--- src/sv/awvc_pkg.sv ---
package awvc_pkg;

   // Default sizes of the label set and of each label's score ring.
   localparam int DefMaxLabels = 16;
   localparam int DefMaxWindow = 16;

   // Configuration register indexes.
   localparam logic [2:0] CSR_MIN_SCORE       = 3'd0;
   localparam logic [2:0] CSR_WINDOW_FRAMES   = 3'd1;
   localparam logic [2:0] CSR_MAJORITY        = 3'd2;
   localparam logic [2:0] CSR_NUM_LABELS      = 3'd3;
   localparam logic [2:0] CSR_SKIP_BACKGROUND = 3'd4;

   // Register reset values.
   localparam logic [7:0] RST_MIN_SCORE = 8'd128;
   localparam logic [4:0] RST_WINDOW    = 5'd8;
   localparam logic [4:0] RST_MAJORITY  = 5'd5;
   localparam logic [4:0] RST_LABELS    = 5'd16;

   typedef enum logic [3:0] {
      ST_IDLE,
      ST_UPD,
      ST_CLR,
      ST_PREP,
      ST_SCAN,
      ST_WAIT,
      ST_CHK,
      ST_DIV,
      ST_OUT
   } state_type;

   // Commands from the controller to the datapath.
   typedef struct packed {
      logic req_ready;
      logic lab_clear;
      logic lab_next;
      logic ring_ins;
      logic clr_step;
      logic clr_done;
      logic k_clear;
      logic rd_issue;
      logic acc_clear;
      logic div_start;
      logic div_step;
      logic out_load;
   } cmd_type;

   // Status from the datapath to the controller.
   typedef struct packed {
      logic frame_done;
      logic lab_last;
      logic lab_present;
      logic lab_credited;
      logic clr_last;
      logic rd_last;
      logic qualify;
      logic div_last;
      logic out_free;
   } sts_type;

endpackage

--- src/sv/awvc_ram.sv ---
module awvc_ram
   #(parameter int Width = 8,
     parameter int Depth = 256)
   (input  logic                     clock,
    input  logic                     wr_en,
    input  logic [$clog2(Depth)-1:0] wr_addr,
    input  logic [Width-1:0]         wr_data,
    input  logic [$clog2(Depth)-1:0] rd_addr,
    output logic [Width-1:0]         rd_data);

   logic [Width-1:0] mem [Depth];
   logic [Width-1:0] rd_data_ff;

   // One write port and one registered read port.
   always_ff @(posedge clock) begin
      if (wr_en) begin
         mem[wr_addr] <= wr_data;
      end
      rd_data_ff <= mem[rd_addr];
   end

   assign rd_data = rd_data_ff;

endmodule

--- src/sv/awvc_ctrl.sv ---
module awvc_ctrl
   import awvc_pkg::*;
   (input  logic      clock,
    input  logic      reset,
    input  sts_type   sts,
    output cmd_type   cmd,
    output state_type state);

   state_type state_ff, state_in;

   always_ff @(posedge clock) begin
      if (reset) begin
         state_ff <= ST_IDLE;
      end else begin
         state_ff <= state_in;
      end
   end

   // Next state.
   always_comb begin
      state_in = state_ff;
      unique case (state_ff)
         ST_IDLE: if (sts.frame_done) state_in = ST_UPD;
         ST_UPD: begin
            if (sts.lab_credited && !sts.lab_present) state_in = ST_CLR;
            else if (sts.lab_last)                    state_in = ST_PREP;
         end
         ST_CLR: begin
            if (sts.clr_last) state_in = sts.lab_last ? ST_PREP : ST_UPD;
         end
         ST_PREP: begin
            if (sts.lab_present)   state_in = ST_SCAN;
            else if (sts.lab_last) state_in = ST_OUT;
         end
         ST_SCAN: if (sts.rd_last) state_in = ST_WAIT;
         ST_WAIT: state_in = ST_CHK;
         ST_CHK: begin
            if (sts.qualify)       state_in = ST_DIV;
            else if (sts.lab_last) state_in = ST_OUT;
            else                   state_in = ST_PREP;
         end
         ST_DIV: if (sts.div_last) state_in = ST_OUT;
         ST_OUT: if (sts.out_free) state_in = ST_IDLE;
         default: state_in = ST_IDLE;
      endcase
   end

   // Commands.
   always_comb begin
      cmd = '0;
      unique case (state_ff)
         ST_IDLE: begin
            cmd.req_ready = 1'b1;
            cmd.lab_clear = sts.frame_done;
         end
         ST_UPD: begin
            if (sts.lab_credited && !sts.lab_present) begin
               cmd.k_clear = 1'b1;
            end else begin
               cmd.ring_ins  = sts.lab_present;
               cmd.lab_clear = sts.lab_last;
               cmd.lab_next  = !sts.lab_last;
            end
         end
         ST_CLR: begin
            cmd.clr_step = 1'b1;
            if (sts.clr_last) begin
               cmd.clr_done  = 1'b1;
               cmd.lab_clear = sts.lab_last;
               cmd.lab_next  = !sts.lab_last;
            end
         end
         ST_PREP: begin
            if (sts.lab_present) begin
               cmd.k_clear   = 1'b1;
               cmd.acc_clear = 1'b1;
            end else begin
               cmd.lab_next = !sts.lab_last;
            end
         end
         ST_SCAN: cmd.rd_issue = 1'b1;
         ST_WAIT: cmd = '0;
         ST_CHK: begin
            cmd.div_start = sts.qualify;
            cmd.lab_next  = !sts.qualify && !sts.lab_last;
         end
         ST_DIV: cmd.div_step = 1'b1;
         ST_OUT: cmd.out_load = sts.out_free;
         default: cmd = '0;
      endcase
   end

   assign state = state_ff;

endmodule

--- src/sv/awvc_dp.sv ---
module awvc_dp
   import awvc_pkg::*;
   #(parameter int MaxLabels = DefMaxLabels,
     parameter int MaxWindow = DefMaxWindow)
   (input  logic        clock,
    input  logic        reset,
    input  cmd_type     cmd,
    output sts_type     sts,
    input  logic        req_tvalid,
    input  logic [39:0] req_tdata,
    input  logic        req_tlast,
    output logic        req_tready,
    output logic        rsp_tvalid,
    output logic [55:0] rsp_tdata,
    output logic [0:0]  rsp_tuser,
    input  logic        rsp_tready,
    input  logic        csr_valid,
    input  logic [2:0]  csr_index,
    input  logic [7:0]  csr_data,
    output logic        csr_ready);

   localparam int LabW  = (MaxLabels > 1) ? $clog2(MaxLabels) : 1;
   localparam int LcW   = $clog2(MaxLabels + 1);
   localparam int KW    = (MaxWindow > 1) ? $clog2(MaxWindow) : 1;
   localparam int CntW  = $clog2(MaxWindow + 1);
   localparam int SumW  = 8 + CntW;
   localparam int Depth = MaxLabels * MaxWindow;
   localparam int AW    = (Depth > 1) ? $clog2(Depth) : 1;
   localparam int CmpW  = (CntW > 5) ? CntW : 5;
   localparam int LcmW  = (LcW > 5) ? LcW : 5;
   localparam int DcW   = $clog2(SumW + 1);

   // Configuration registers.
   logic [7:0] min_score_ff;
   logic [4:0] window_ff, majority_ff, labels_ff;
   logic       skip_bg_ff;

   always_ff @(posedge clock) begin
      if (reset) begin
         min_score_ff <= RST_MIN_SCORE;
         window_ff    <= RST_WINDOW;
         majority_ff  <= RST_MAJORITY;
         labels_ff    <= RST_LABELS;
         skip_bg_ff   <= 1'b0;
      end else if (csr_valid) begin
         unique case (csr_index)
            CSR_MIN_SCORE:       min_score_ff <= csr_data;
            CSR_WINDOW_FRAMES:   window_ff    <= csr_data[4:0];
            CSR_MAJORITY:        majority_ff  <= csr_data[4:0];
            CSR_NUM_LABELS:      labels_ff    <= csr_data[4:0];
            CSR_SKIP_BACKGROUND: skip_bg_ff   <= csr_data[0];
            default: ;
         endcase
      end
   end
   assign csr_ready = 1'b1;

   // Effective window length, clamped to 1..MaxWindow.
   logic [CntW-1:0] win_eff;
   always_comb begin
      if (window_ff == 5'd0) begin
         win_eff = CntW'(1);
      end else if (CmpW'(window_ff) > CmpW'(MaxWindow)) begin
         win_eff = CntW'(MaxWindow);
      end else begin
         win_eff = CntW'(window_ff);
      end
   end

   // Argmax over the scores of one frame.
   logic [7:0]     score;
   logic           req_acc;
   logic [7:0]     best_ff;
   logic           best_vld_ff;
   logic [LabW-1:0] best_lab_ff;
   logic [LcW-1:0] lcnt_ff;
   logic [31:0]    stamp_ff;
   logic           in_range;
   logic [7:0]     bar;

   assign score      = req_tdata[7:0];
   assign req_tready = cmd.req_ready;
   assign req_acc    = req_tvalid && cmd.req_ready;
   assign in_range   = (LcmW'(lcnt_ff) < LcmW'(labels_ff)) &&
                       (lcnt_ff < LcW'(MaxLabels));
   assign bar        = best_vld_ff ? best_ff : min_score_ff;

   always_ff @(posedge clock) begin
      if (reset) begin
         best_vld_ff <= 1'b0;
         lcnt_ff     <= '0;
      end else begin
         if (req_acc) begin
            if (in_range && score > bar) begin
               best_vld_ff <= 1'b1;
               best_ff     <= score;
               best_lab_ff <= lcnt_ff[LabW-1:0];
            end
            if (req_tlast) begin
               lcnt_ff  <= '0;
               stamp_ff <= req_tdata[39:8];
            end else if (lcnt_ff < LcW'(MaxLabels)) begin
               lcnt_ff <= lcnt_ff + LcW'(1);
            end
         end
         if (cmd.out_load) begin
            best_vld_ff <= 1'b0;
            best_ff     <= '0;
         end
      end
   end

   // Label and entry counters, ring bookkeeping.
   logic [LabW-1:0] lab_ff;
   logic [KW-1:0]   k_ff;
   logic [KW-1:0]   pos_ff [MaxLabels];
   logic [MaxLabels-1:0] present_ff;
   logic            credited;
   logic [KW:0]     p_inc;
   logic [KW-1:0]   p_new;

   assign credited = best_vld_ff && (best_lab_ff == lab_ff) &&
                     !(best_lab_ff == '0 && skip_bg_ff);
   assign p_inc    = {1'b0, pos_ff[lab_ff]} + (KW+1)'(1);
   assign p_new    = ((KW+1 > CntW ? (KW+1) : CntW)'(p_inc) >=
                      (KW+1 > CntW ? (KW+1) : CntW)'(win_eff)) ? '0 : p_inc[KW-1:0];

   always_ff @(posedge clock) begin
      if (reset) begin
         present_ff <= '0;
         lab_ff     <= '0;
         k_ff       <= '0;
      end else begin
         if (cmd.lab_clear)     lab_ff <= '0;
         else if (cmd.lab_next) lab_ff <= lab_ff + LabW'(1);
         if (cmd.k_clear)                          k_ff <= '0;
         else if (cmd.clr_step || cmd.rd_issue)    k_ff <= k_ff + KW'(1);
         if (cmd.clr_done) present_ff[lab_ff] <= 1'b1;
      end
   end

   always_ff @(posedge clock) begin
      if (cmd.clr_done)      pos_ff[lab_ff] <= '0;
      else if (cmd.ring_ins) pos_ff[lab_ff] <= p_new;
   end

   // Score ring storage.
   logic          wr_en;
   logic [AW-1:0] wr_addr, rd_addr, base;
   logic [7:0]    wr_data, rd_data;

   assign base    = AW'(AW'(lab_ff) * AW'(MaxWindow));
   assign wr_en   = cmd.ring_ins || cmd.clr_step;
   assign wr_addr = base + AW'(cmd.clr_step ? k_ff : p_new);
   assign rd_addr = base + AW'(k_ff);
   always_comb begin
      if (cmd.clr_step) wr_data = (k_ff == '0) ? best_ff : 8'd0;
      else              wr_data = credited ? best_ff : 8'd0;
   end

   awvc_ram #(.Width(8), .Depth(Depth)) u_ram (
      .clock   (clock),
      .wr_en   (wr_en),
      .wr_addr (wr_addr),
      .wr_data (wr_data),
      .rd_addr (rd_addr),
      .rd_data (rd_data));

   // Count and sum of the above-threshold entries of one ring.
   logic            rd_vld_ff;
   logic [CntW-1:0] cnt_ff;
   logic [SumW-1:0] sum_ff;

   always_ff @(posedge clock) begin
      if (reset) begin
         rd_vld_ff <= 1'b0;
      end else begin
         rd_vld_ff <= cmd.rd_issue;
      end
   end

   always_ff @(posedge clock) begin
      if (cmd.acc_clear) begin
         cnt_ff <= '0;
         sum_ff <= '0;
      end else if (rd_vld_ff && rd_data > min_score_ff) begin
         cnt_ff <= cnt_ff + CntW'(1);
         sum_ff <= sum_ff + SumW'(rd_data);
      end
   end

   // Restoring divider, one quotient bit a cycle.
   logic [SumW-1:0] quo_ff;
   logic [CntW:0]   rem_ff;
   logic [DcW-1:0]  dcnt_ff;
   logic            hit_ff;
   logic [CntW:0]   rem_sh;

   assign rem_sh = {rem_ff[CntW-1:0], quo_ff[SumW-1]};

   always_ff @(posedge clock) begin
      if (reset) begin
         hit_ff <= 1'b0;
      end else if (cmd.lab_clear) begin
         hit_ff <= 1'b0;
      end else if (cmd.div_start) begin
         hit_ff <= 1'b1;
      end
   end

   always_ff @(posedge clock) begin
      if (cmd.div_start) begin
         quo_ff  <= sum_ff;
         rem_ff  <= '0;
         dcnt_ff <= '0;
      end else if (cmd.div_step) begin
         dcnt_ff <= dcnt_ff + DcW'(1);
         if (rem_sh >= {1'b0, cnt_ff}) begin
            rem_ff <= rem_sh - {1'b0, cnt_ff};
            quo_ff <= {quo_ff[SumW-2:0], 1'b1};
         end else begin
            rem_ff <= rem_sh;
            quo_ff <= {quo_ff[SumW-2:0], 1'b0};
         end
      end
   end

   // Result register.
   logic        rsp_vld_ff;
   logic [55:0] rsp_data_ff;
   logic        rsp_det_ff;
   logic [7:0]  avg;

   assign avg = (cnt_ff == '0) ? 8'd0 : quo_ff[7:0];

   always_ff @(posedge clock) begin
      if (reset) begin
         rsp_vld_ff <= 1'b0;
      end else if (cmd.out_load) begin
         rsp_vld_ff <= 1'b1;
      end else if (rsp_tready) begin
         rsp_vld_ff <= 1'b0;
      end
   end

   always_ff @(posedge clock) begin
      if (cmd.out_load) begin
         rsp_det_ff <= hit_ff;
         if (hit_ff) begin
            rsp_data_ff <= {7'd0, stamp_ff, 5'(cnt_ff), avg, 4'(lab_ff)};
         end else begin
            rsp_data_ff <= {7'd0, stamp_ff, 17'd0};
         end
      end
   end

   assign rsp_tvalid = rsp_vld_ff;
   assign rsp_tdata  = rsp_data_ff;
   assign rsp_tuser  = rsp_det_ff;

   // Status to the controller.
   always_comb begin
      sts.frame_done   = req_acc && req_tlast;
      sts.lab_last     = (lab_ff == LabW'(MaxLabels - 1));
      sts.lab_present  = present_ff[lab_ff];
      sts.lab_credited = credited;
      sts.clr_last     = (k_ff == KW'(MaxWindow - 1));
      sts.rd_last      = ((CntW'(k_ff) + CntW'(1)) == win_eff);
      sts.qualify      = (CmpW'(cnt_ff) >= CmpW'(majority_ff));
      sts.div_last     = (dcnt_ff == DcW'(SumW - 1));
      sts.out_free     = !rsp_vld_ff || rsp_tready;
   end

endmodule

--- src/sv/argmax_window_vote_classifier.sv ---
// Argmax classifier with a per-label sliding-window vote. Scores arrive one
// per req transaction in label order, with tlast on the last score of a
// frame; scores are taken while the block is idle. On the frame's last score
// the block stops taking scores, credits the winning label's ring (a new
// ring is swept clear, with the score as its first entry), ages every other
// present ring with a zero, then scans the present rings in label order,
// reading one ring entry a cycle from a score memory with one write port and
// one registered read port, and divides the first qualifying ring's sum by
// its count with a restoring divider at one bit a cycle; the quotient has
// SumW = 8 + clog2(MaxWindow + 1) bits. Exactly one rsp transaction is made
// per frame; rsp_tuser is 1 on a detection. Configuration must be written
// only while no frame is in progress; the block itself does not enforce this.
module argmax_window_vote_classifier
   import awvc_pkg::*;
   #(parameter int MaxLabels = DefMaxLabels,
     parameter int MaxWindow = DefMaxWindow)
   (input  logic        clock,
    input  logic        reset,
    input  logic        req_tvalid,
    output logic        req_tready,
    input  logic [39:0] req_tdata,   // class_score[7:0], frame_stamp[39:8]
    input  logic        req_tlast,
    output logic        rsp_tvalid,
    input  logic        rsp_tready,
    // found_label[3:0], avg_score[11:4], above_count[16:12],
    // detect_stamp[48:17], zero fill above
    output logic [55:0] rsp_tdata,
    output logic [0:0]  rsp_tuser,   // detected[0]
    input  logic        csr_valid,
    output logic        csr_ready,
    input  logic [2:0]  csr_index,
    input  logic [7:0]  csr_data);

   cmd_type   cmd;
   sts_type   sts;
   state_type state;

   awvc_ctrl u_ctrl (
      .clock (clock),
      .reset (reset),
      .sts   (sts),
      .cmd   (cmd),
      .state (state));

   awvc_dp #(.MaxLabels(MaxLabels), .MaxWindow(MaxWindow)) u_dp (
      .clock      (clock),
      .reset      (reset),
      .cmd        (cmd),
      .sts        (sts),
      .req_tvalid (req_tvalid),
      .req_tdata  (req_tdata),
      .req_tlast  (req_tlast),
      .req_tready (req_tready),
      .rsp_tvalid (rsp_tvalid),
      .rsp_tdata  (rsp_tdata),
      .rsp_tuser  (rsp_tuser),
      .rsp_tready (rsp_tready),
      .csr_valid  (csr_valid),
      .csr_index  (csr_index),
      .csr_data   (csr_data),
      .csr_ready  (csr_ready));

`ifndef ASSERT_OFF
   // After a frame's last score the block is busy with the ring update.
   a_busy_after_frame: assert property (@(posedge clock) disable iff (reset)
      req_tvalid && req_tready && req_tlast |=> !req_tready)
      else $error("score taken right after frame end");

   // A result without detection carries only the stamp.
   a_miss_zero: assert property (@(posedge clock) disable iff (reset)
      rsp_tvalid && !rsp_tuser[0] |-> rsp_tdata[16:0] == 17'd0)
      else $error("non-detection result has nonzero fields");

   // A result is only presented once the controller reaches the output step.
   a_rsp_from_out: assert property (@(posedge clock) disable iff (reset)
      $rose(rsp_tvalid) |-> $past(state) == ST_OUT)
      else $error("result appeared outside the output step");
`endif

endmodule
--- config.mk ---
export PLATFORM = sky130hd
export DESIGN_NAME = argmax_window_vote_classifier
export DESIGN_NICKNAME = d
export VERILOG_FILES = /design/src/sv/awvc_pkg.sv /design/src/sv/awvc_ram.sv /design/src/sv/awvc_ctrl.sv /design/src/sv/awvc_dp.sv /design/src/sv/argmax_window_vote_classifier.sv
export SDC_FILE = /design/constraint.sdc
export NUM_CORES = 2
export LEC_CHECK = 0
export ABC_AREA = 1
export BUFFER_PORTS_ARGS = -buffer_cell sky130_fd_sc_hd__buf_2
export CAP_MARGIN = 40
export CORE_AREA = 2 2 492 494
export DETAILED_ROUTE_END_ITERATION = 8
export DIE_AREA = 0 0 494 496
export PLACE_DENSITY = 0.55
export RECOVER_POWER = 50
export SYNTH_ARGS = -nofsm -noshare
export SYNTH_HDL_FRONTEND = slang
export SYNTH_SLANG_ARGS = --single-unit
--- constraint.sdc ---
create_clock -name clock -period 14.8 [get_ports clock]
set_input_delay 2.22 -clock clock [delete_from_list [all_inputs] [get_ports clock]]
set_output_delay 2.22 -clock clock [all_outputs]
set_load 0.005 [all_outputs]
==> summary.txt <==
Psw: 3.72 mW
Largest net degree at the start of global routing: 201
Critical path's most frequent cell: nor2_1
I/O Buffers: 108
Setup Buffers After CTS: 0
Half-perimeter wire length after placement: 164 mm
Nets: 7446
Pleak: 33.7 nW
DRT antenna net count: 0
Slew HR: -385%
Register area: 0.0686 mm2
# placed instances: 10300
Hold Path Class: flop to flop
Critical path required time: 14420 ps
Max-slew violations: 1270
Total Wirelength: 281 mm
Routed len/inst: 26.2 um
Switching share of power: 25.4%
Placer Congestion: 0.896
Cts hold-fix bufs: 0
Design Power: 14.7 mW
Post-CTS Resized: 0
Area grow syn2layout: 12.0%
Root Driver: clkbuf_16
Internal Pwr Total: 10.9 mW
Max-capacitance violation count: 25
# DRC: 0
TritonCTS clock tree: built
FF+latch count, synth: 2319
Starting density of the core: 38.8%
Synth warnings: 0
Final hold violations: 0
Vias in the first global route: 60500
Cell Area, Synth: 0.0929 mm2
Post-synthesis sequential area ratio: 73.8%
Critical path class: flop to flop
Clk_skew: 36.4 ps
Die width: 494 um
Asr flop ratio synth: 0%
Crit-path max FO: 118
Post-layout min period: 9830 ps
Initial antenna violation count: 11
Clock Power Share: 40.3%
Worst VDD drop: 0.0976 mV
Worst-Margin Slew: 7280 ps
Synth Flop Type: edfxtp_1
Pre-CTS WS: 9160 ps
Setup crit end kind: flop
I/O pin count: 117
Die height: 496 um
Unique masters post-synth: 53
H-tree level count: 4
GRT overflow: 0
Cell area power density: 141 mW/mm2
Synth Instances: 7354
Clock Sinks: 2319
Seq pwr share: 50.2%
Critical Path Max Stage Delay: 5050 ps
Critical path buffer and inverter count: 2
Max Root-Sink Buffers: 3
Crit share post-route: 66.4%
Finished Layout Cells: 10700
Crit-path cells: clkbuf_1 -> nor2_1 -> nand3_1 -> o21ai_0 -> nor2_1 -> nor2_1 -> nor3_2 -> clkbuf_1
Clock buffer count from CTS: 230
Initial DRT Pass Iterations: 8
Reg clk slew, reported paths: 60 ps
First-pass GRT wire length: 409 mm
Share of cells above drive strength 1: 8.32%
1st-iter DRT viols: 7734
Status: finished with violations
Routed vias/inst: 5.76
Via Count: 61700
Crit start category: flop
F_max: 102 MHz
Most common cell after layout, fill and taps aside: edfxtp_1
Failing checks: capacitance limit, slew limit
Comb pwr share: 9.4%
Clock Latency Late Sink: 890 ps
Die ar.: 0.245 mm2
CP top delay family: buffers and inverters
Area taken by multi-input logic gates: 0.0213 mm2
FILL cells: 22000
Endpoints failing setup: 0
Slowest cell on crit path: clkbuf_1
Core footprint: 0.240 mm2
Setup tns final: 0 ps
Post-synth EDFFs: 2219
Worst Path Arrival: 9440 ps
Leading cell types in the layout, fill and taps excluded: 2219 x edfxtp_1, 1333 x nor2_1, 1116 x o21ai_0
Site row count: 180
Final setup margin: 4970 ps
Syn avg cell area: 12.6 um2
Total track usage: 22.4%
RSZ-0062 raised after global routing: no
==> per-stage QoR <==
stage	utilization [%]	hold slack [ps]	instance area (um2)
after global placement	40.2	401	96300
after CTS	43.6	417	104000
final	43.4	417	104000
after floorplan	-	400	93000
after detailed placement	40.4	405	96800
after global routing	43.4	429	104000
==> state kept, by name, indices dropped and copies added (netlist names), 8 cells and up, named ones only <==
name / count
u_dp.u_ram.rd_data: 8
u_dp.sum_ff: 13
u_dp.min_score_ff: 8
u_dp.pos_ff: 64
u_dp.best_ff: 8
u_dp.rsp_tdata: 49
u_dp.present_ff: 16
u_dp.u_ram.mem: 2048
u_dp.stamp_ff: 32
u_dp.quo_ff: 13
==> layout make-up <==
cell class / count / area share [%]
tap: 3185 / 3.83
timing repair buffer: 243 / 1.51
multi-input combinational: 4300 / 20.5
clock buffer: 263 / 5.72
sequential: 2319 / 66.0
antenna: 3 / 0.00721
inverter: 239 / 0.892
clock inverter: 168 / 1.59
==> logic make-up (layout without fill, tap and decap cells) <==
kind of cell	count (synthesis)	count (layout)	share of synthesized area, %
fa+ha+maj	56	56	0.770
flops	2319	2319	73.8
xor+xnor	17	17	0.160
buf+inv	741	913	3.27
other cells	2	11	0.00808
compound gates	1890	1890	11.7
simple gates	2329	2329	10.2
==> Yosys cell counts (6+ instances only) <==
master | n | area share (%)
buf_2 | 51 | 0.27
inv_1 | 222 | 0.90
clkbuf_1 | 396 | 1.6
nand2_4 | 9 | 0.11
nor2_4 | 6 | 0.073
dfxtp_1 | 100 | 2.2
nor2_1 | 1335 | 5.4
a21oi_1 | 151 | 0.81
o211ai_1 | 60 | 0.48
nand3_1 | 290 | 1.6
o22ai_1 | 315 | 2.1
a31oi_1 | 13 | 0.088
clkinv_1 | 10 | 0.040
edfxtp_1 | 2219 | 72
o221ai_1 | 204 | 1.9
nand4_1 | 28 | 0.19
xor2_1 | 10 | 0.094
o21ai_0 | 1115 | 6.0
a22o_1 | 7 | 0.066
nor2_2 | 29 | 0.20
nor3_1 | 50 | 0.27
nand2_1 | 544 | 2.2
nand2_2 | 27 | 0.18
buf_4 | 13 | 0.10
buf_1 | 24 | 0.097
buf_6 | 18 | 0.22
xnor2_1 | 7 | 0.066
ha_1 | 54 | 0.73
==> routing by layer <==
| layer | routed length, um | track usage (%) | up-vias | share of wire (%) |
|---|---|---|---|---|
| met5 | 37 | 0 | - | 0.013 |
| li1 | - | - | 27000 | - |
| met1 | 119000 | 31.4 | 31200 | 42 |
| met2 | 128000 | 35.0 | 3069 | 46 |
| met4 | 10400 | 8.30 | 6 | 3.7 |
| met3 | 23500 | 3.94 | 491 | 8.4 |
==> path summary, 6_finish.rpt <==
check                                    from  slack, ps                          endpoint  depth (start not counted)
setup / recovery  u_dp.lab_ff[1]$_SDFFE_PP0P_       4970  u_dp.u_ram.mem[209][5]$_DFFE_PP_                          8
hold / removal     u_dp.stamp_ff[7]$_DFFE_PP_        420      u_dp.rsp_tdata[24]$_DFFE_PP_                          0
setup reg to reg  u_dp.lab_ff[1]$_SDFFE_PP0P_       4970  u_dp.u_ram.mem[209][5]$_DFFE_PP_                          8
hold reg to reg    u_dp.stamp_ff[7]$_DFFE_PP_        420      u_dp.rsp_tdata[24]$_DFFE_PP_                          0
==> power by group through the flow <==
stage	Combinational, mW	Sequential, mW	Clock, mW
2_1_floorplan	0.796	7.53	0
3_3_place_gp	1.36	7.49	0
3_5_place_dp	1.38	7.49	0
4_1_cts	1.38	7.35	5.99
5_1_grt	1.48	7.37	6.23
6_report	1.38	7.37	5.92
(Power assumes the default switching activity.)
